--- config.mk ---
export PLATFORM = sky130hd
export DESIGN_NAME = spli_cell
export DESIGN_NICKNAME = d
export VERILOG_FILES = /design/src/rtl/spli_pkg.sv /design/src/rtl/spli_cell.sv
export SDC_FILE = /design/constraint.sdc
export NUM_CORES = 1
export LEC_CHECK = 0
export BUFFER_PORTS_ARGS = -buffer_cell sky130_fd_sc_hd__buf_2
export CORE_AREA = 2 2 106 108
export DETAILED_ROUTE_END_ITERATION = 7
export DIE_AREA = 0 0 108 110
export PLACE_DENSITY_LB_ADDON = 0.1
export SLEW_MARGIN = 20
export SYNTH_ARGS = -nofsm -noshare
export SYNTH_HDL_FRONTEND = slang
export SYNTH_SLANG_ARGS = --single-unit
--- constraint.sdc ---
create_clock -name clk -period 12.2 [get_ports clk]
set_clock_uncertainty 0.05 [all_clocks]
set_input_delay 0.61 -clock clk [delete_from_list [all_inputs] [get_ports clk]]
set_output_delay 0.61 -clock clk [all_outputs]
set_load 0.005 [all_outputs]
--- src/rtl/spli_pkg.sv ---
`default_nettype none
// ----------------------------------------------------------------------------
// spli_pkg
// shared types and codes for the sorted point list insert unit
// ----------------------------------------------------------------------------
package spli_pkg;

  localparam int unsigned COORD_W = 32;
  localparam int unsigned MODE_W  = 2;
  localparam int unsigned INDEX_W = 6;
  localparam int unsigned STAT_W  = 2;
  localparam int unsigned COUNT_W = 7;

  typedef enum logic [MODE_W-1:0] {
    MODE_INSERT = 2'd0,
    MODE_READ   = 2'd1,
    MODE_CLEAR  = 2'd2
  } mode_e_t;

  typedef enum logic [STAT_W-1:0] {
    STAT_OK    = 2'd0,
    STAT_FULL  = 2'd1,
    STAT_RANGE = 2'd2
  } status_e_t;

  typedef struct packed {
    logic signed [COORD_W-1:0] x;
    logic signed [COORD_W-1:0] y;
  } point_t;

  // input beat payload
  typedef struct packed {
    logic [MODE_W-1:0]         mode;
    logic signed [COORD_W-1:0] new_x;
    logic signed [COORD_W-1:0] new_y;
    logic [INDEX_W-1:0]        read_index;
  } in_item_t;

  // result beat payload
  typedef struct packed {
    logic [STAT_W-1:0]         status;
    logic [COUNT_W-1:0]        count;
    logic signed [COORD_W-1:0] out_x;
    logic signed [COORD_W-1:0] out_y;
  } out_item_t;

  // broadcast from control to every cell
  typedef struct packed {
    logic               ins_en;
    logic               rd_en;
    point_t             key;
    logic [INDEX_W-1:0] read_index;
  } cell_cmd_t;

  // handed from each cell to its right neighbor
  typedef struct packed {
    logic   ins;
    point_t pt;
  } cell_link_t;

endpackage
`default_nettype wire

--- src/rtl/spli_cell.sv ---
`default_nettype none
// ----------------------------------------------------------------------------
// spli_cell
// one slot of the sorted chain: compares its point with the key, shifts
// right on insert and offers its point for an indexed read
// ----------------------------------------------------------------------------
module spli_cell #(
  parameter int unsigned IDX = 0,
  parameter int unsigned CW  = 7
) (
  input  wire logic                 clk,
  input  wire logic [CW-1:0]        count,
  input  wire spli_pkg::cell_cmd_t  cmd,
  input  wire spli_pkg::cell_link_t left,
  output spli_pkg::cell_link_t      right,
  output spli_pkg::point_t          rd_pt
);

  spli_pkg::point_t pt_r;
  spli_pkg::point_t pt_nxt;
  logic             occ;
  logic             le;
  logic             ins_here;
  logic             hit;

  assign occ = CW'(IDX) < count;

  // stored point ordered at or before the key, signed compare
  assign le = ($signed(pt_r.x) < $signed(cmd.key.x)) ||
              ((pt_r.x == cmd.key.x) && ($signed(pt_r.y) <= $signed(cmd.key.y)));

  // new point lands here or further left
  assign ins_here = !occ || !le;

  always_comb begin
    priority if (left.ins) begin
      pt_nxt = left.pt;
    end else if (ins_here) begin
      pt_nxt = cmd.key;
    end else begin
      pt_nxt = pt_r;
    end
  end

  always_ff @(posedge clk) begin
    if (cmd.ins_en) begin
      pt_r <= pt_nxt;
    end
  end

  assign right.ins = ins_here;
  assign right.pt  = pt_r;

  assign hit   = cmd.rd_en && (32'(cmd.read_index) == 32'(IDX));
  assign rd_pt = hit ? pt_r : '0;

endmodule
`default_nettype wire

== Yosys cells after proc, flatten, opt, wreduce, memory -nomap -nowiden ==
Index checks and enable logic that the tools add are counted.

* Bits in registers: 64

* Muxes and demuxes: 3
* Equal/unequal tests: 1
* Reductions and logical operators: 9
* Magnitude comparators: 3

{| class="wikitable"
|+ Operators with widths
! operator !! number
|-
| two-way mux 64 bit || 3
|-
| == test 32 bit || 1
|-
| <= comparator 32 bit || 1
|-
| < comparator 32 bit || 1
|-
| < comparator 1 x 7 -> 1 bit, first input constant || 1
|-
| zero test 6 bit || 1
|-
| logical AND 1 bit || 2
|-
| zero test 1 bit || 2
|-
| logical OR 1 bit || 2
|-
| AND reduction 2 bit || 1
|-
| nonzero test 2 bit || 1
|}

== Logic depth before layout (Yosys ltp) ==
* Depth after elaboration: 7
* Gate-level depth with buffers: 9

== Least setup slack after synthesis ==
No wires, ideal clock.

* Path type: input port to flip-flop
* Start point: input cmd[29] in the netlist's numbering
* End point: register pt_r, in the netlist right[0] (enable)
* Required time: 11.723 ns
* Stages on the path: 8
* Slack: 7.995 ns
* Arrival time: 3.728 ns
* Library setup time: 0.427 ns
* Cells stage by stage: inv_1 > ha_1 > nand4_1 > or4_4 > or3_1 > o2111a_1 > o31ai_2 > o21a_1

* Cells in the longest elaborated chain, start to end: 7

{| class="wikitable"
|+ RTL lines
! what !! line !! text
|-
| start: declaration || spli_cell.sv:13 || <nowiki>input wire spli_pkg::cell_cmd_t cmd,</nowiki>
|-
| <= comparator 32 bit || spli_cell.sv:30 || <nowiki>((pt_r.x == cmd.key.x) && ($signed(pt_r.y) <= $signed(cmd.key.y)));</nowiki>
|-
| logical AND 1 bit || spli_cell.sv:30 ||
|-
| logical OR 1 bit || spli_cell.sv:29 || <nowiki>assign le = ($signed(pt_r.x) < $signed(cmd.key.x)) ||</nowiki>
|-
| zero test 1 bit || spli_cell.sv:33 || <nowiki>assign ins_here = !occ || !le;</nowiki>
|-
| logical OR 1 bit || spli_cell.sv:33 ||
|-
| via ins_here || spli_cell.sv:23 || <nowiki>logic ins_here;</nowiki>
|-
| nonzero test 2 bit (no source line) || - ||
|-
| AND reduction 2 bit (no source line) || - ||
|-
| end signal: assignment || spli_cell.sv:47 || <nowiki>pt_r <= pt_nxt;</nowiki>
|-
| end: declaration || spli_cell.sv:19 || <nowiki>spli_pkg::point_t pt_r;</nowiki>
|}

The timed path passes the listed nets, and every way through them passes these cells.
A chain may end at the register's enable or synchronous reset.

== Worst setup path in the final report ==
* Start point: register pt_r, in the netlist right[63]
* End point: register pt_r, in the netlist right[31] (enable)

* Cells in the longest elaborated chain, start to end: 7
* Elaborated cells on any way between the ends: 8
* Classes of those cells: 1 x order compare; 1 x eq/ne; 6 x reduce/logical

{| class="wikitable"
|+ RTL lines
! what !! line
|-
| branches (longest 2 deep; another with < comparator 32 bit) || -
|-
| logical OR 1 bit (*) || spli_cell.sv:29
|-
| zero test 1 bit (*) || spli_cell.sv:33
|-
| logical OR 1 bit (*) || spli_cell.sv:33
|-
| nonzero test 2 bit (no source line) (*) || -
|-
| AND reduction 2 bit (no source line) (*) || -
|}

Every way passes the cells marked *.

==> impl_metrics.yaml <==
status:
  status: "finished, final reports clean"
grt:
  grt_pass1_wl_mm: 19.84
  track_usage: 0.2171
  grt_overflow: 0
  antenna_found_initial: 2
  grt_pass1_vias: 4292
  grt_max_degree: 127
clock_network:
  cts_tree: "done"
  clkTransAtPathRegs_ns: 0.07
  htreeDepth: 3
  cts_setup_buffers: 0
  clk_latency_ns: 0.34
  cts_root_buffer: "clkbuf_8"
  cts_resized: 0
  cts_inserted_buffers: 9
  hold_buffers: 0
  cts.sinks: 64
  clockBufferDepth: 2
layout:
  final_common_cell: "buf_2"
  largest_reg_flops: 64
  final_cell_mix: "272 x buf_2, 75 x nand2_1, 69 x o21ai_0"
  syn2layout_area_growth_pct: 35.50
  nets: 990
  drive_above_1_share: 0.3842
power:
  power_frac_clock: 0.267
  netSwitchingFraction: 0.2968
  power.leakage_nw: 3.391
  powerDensity_mw_per_mm2: 89.47
  seqPwrFrac: 0.495
  p_comb_frac: 0.238
  vdd_drop_max_v: 0.00005046
  p_sw_w: 0.0001694
  intPower_w: 0.0004014
floorplan:
  die_h_microns: 110
  start_util: 0.4401
  core_sq_mm: 0.01070
  die_area_sq_mm: 0.01188
  row_count: 38
  io_pins: 274
  die_w_microns: 108
yosys:
  yosysTopAreaCellShare: 0.4082
  synth_area_sq_mm: 0.004708
  avgSynthCellArea_sq_um: 9.160
  syn_nets: 723
  ys_types: 43
  synth_cells: 514
  ys_async_sr_fraction: 0
  yosys-top-cells-area: "edfxtp_1 41%, ha_1 17%, and2_1 8.5%"
  synthFlopType: "edfxtp_1"
  synth_edf_count: 64
  synth_area_leader_cell: "edfxtp_1"
  synth_seq_area_share: 0.4082
  ys_ff_latch: 64
  synth_warnings: 0
worst_setup_path:
  arrival_ns: 3.65
  crit_chain: "ha_1, nand4_2, nor4_4, and4bb_2, o31a_1, a211oi_1, o31ai_2, o21a_2, buf_4"
  start_kind: "flop"
  path_max_fanout: 41
  crit_family: "compound AO/OA/AOI/OAI gates"
  max_stage_delay_ns: 0.57
  rrSetupSlack_ns: 8.47
  cp.required_ns: 12.12
  crit_buf_inv: 1
  end_kind: "flop"
  crit_type: "flop to flop"
  crit_slowest_cell: "buf_4"
route:
  wl_per_cell_microns: 14.42
  drt-total-wl_mm: 13.38
  first_pass_iters: 4
  m1WireLength_mm: 5.536
  drt_iter0_drc: 194
  ant_nets: 0
  routed-via-count: 4559
  wl_met2_mm: 6.855
  viasPerCell: 4.913
  drcViolationCount: 0
  met3WireLength_microns: 781
  top_layer: "met4"
place:
  dp_hpwl_mm: 10.60
  place_ws_ns: 8.173
  io_buffers: 273
  gp_congestion: 0.8456
sta:
  timing.fmax_ghz: 0.2679
  setup_ws_ns: 8.467
  post-route-period-util: 0.3060
  slew_viol_final: 0
  relSlewSlack: 0.6018
  post-route-min-period_ns: 3.733
  tightest_slew_ns: 0.5973
  hold_viol_final: 0
  rsz0062_at_grt: "false"
  final.setup.tns_ns: 0
  setup_viol: 0
job:
  maxCapViolCount: 0
worst_hold_path:
  hp-class: "input port to flop"
worst register-to-register path, delay by kind of cell, from the launching register on:
kind	cells	cell delay [ns]
AOI/OAI and AO/OA	4	1.05
and+or+nand+nor	3	0.85
buffers and inverters	1	0.58
DFF	1	0.45
adders and majority gates	1	0.37
path summary, 6_finish.rpt:
| kind | depth (start not counted) | to | start |
|---|---|---|---|
| worst max register to register | 9 | right[31] | right[63] |
| worst min register to register | 6 | right[5] | right[31] |
| worst min-delay path | 3 | right[39] | left[39] |
| worst max-delay path | 9 | right[31] | right[63] |
area by class of cell:
type,count,area [sq um]
fill,1003,4318
multi-input combinational,361,2450
sequential,64,1922
timing repair buffer,277,1419
inverter,68,255.2
tap,140,175.2
clock buffer,10,127.6
clock inverter,6,26.28
antenna,2,5.005
cell usage after synthesis (3+ instances only):
| cell | n |
|---|---|
| a21o_1 | 3 |
| a21oi_1 | 27 |
| and2_1 | 64 |
| buf_1 | 4 |
| clkbuf_1 | 16 |
| edfxtp_1 | 64 |
| ha_1 | 64 |
| inv_1 | 68 |
| nand2_1 | 75 |
| nand3_1 | 5 |
| nand4_1 | 11 |
| nor2_1 | 4 |
| nor3_1 | 3 |
| o21ai_0 | 69 |
layer usage:
metal | global-route usage | vias up
met2 | 0.4052 | 172
met4 | 0.08059 | 0
li1 | - | 2321
met3 | 0.03233 | 13
met1 | 0.2519 | 2053
met5 | 0 | -
power groups by stage:
stage                     registers [W]  logic (W)  clock network (W)
after detailed placement       0.000288   0.000135                  0
after global placement         0.000287   0.000132                  0
final                          0.000283   0.000136           0.000152
after CTS                      0.000283   0.000137           0.000157
after floorplan                0.000285  0.0000716                  0
after global routing           0.000285   0.000156           0.000166
per-stage QoR:
stage | hold slack [ns] | power [W] | utilization | instances | instance area (sq um)
6_report | 0.4974 | 0.0005708 | 0.5964 | 928 | 6380
5_1_grt | 0.4926 | 0.0006074 | 0.5961 | 927 | 6377
4_1_cts | 0.4822 | 0.0005766 | 0.5933 | 925 | 6347
3_5_place_dp | 0.8444 | 0.0004230 | 0.5789 | 909 | 6193
3_3_place_gp | 0.8385 | 0.0004182 | 0.5789 | 909 | 6193
2_1_floorplan | 0.7471 | 0.0003571 | - | 514 | 4708
logic make-up (layout without fill, tap and decap cells):
family,after synthesis,in the layout,share of synthesized area
flip-flops,64,64,0.4082
adder cells (fa/ha/maj),64,64,0.1701
AND/OR/NAND/NOR,180,180,0.2102
multiplexers,2,2,0.004783
buffers and inverters,89,361,0.07175
AO/OA/AOI/OAI,115,115,0.1350
other,0,2,0
(Power assumes the default switching activity.)
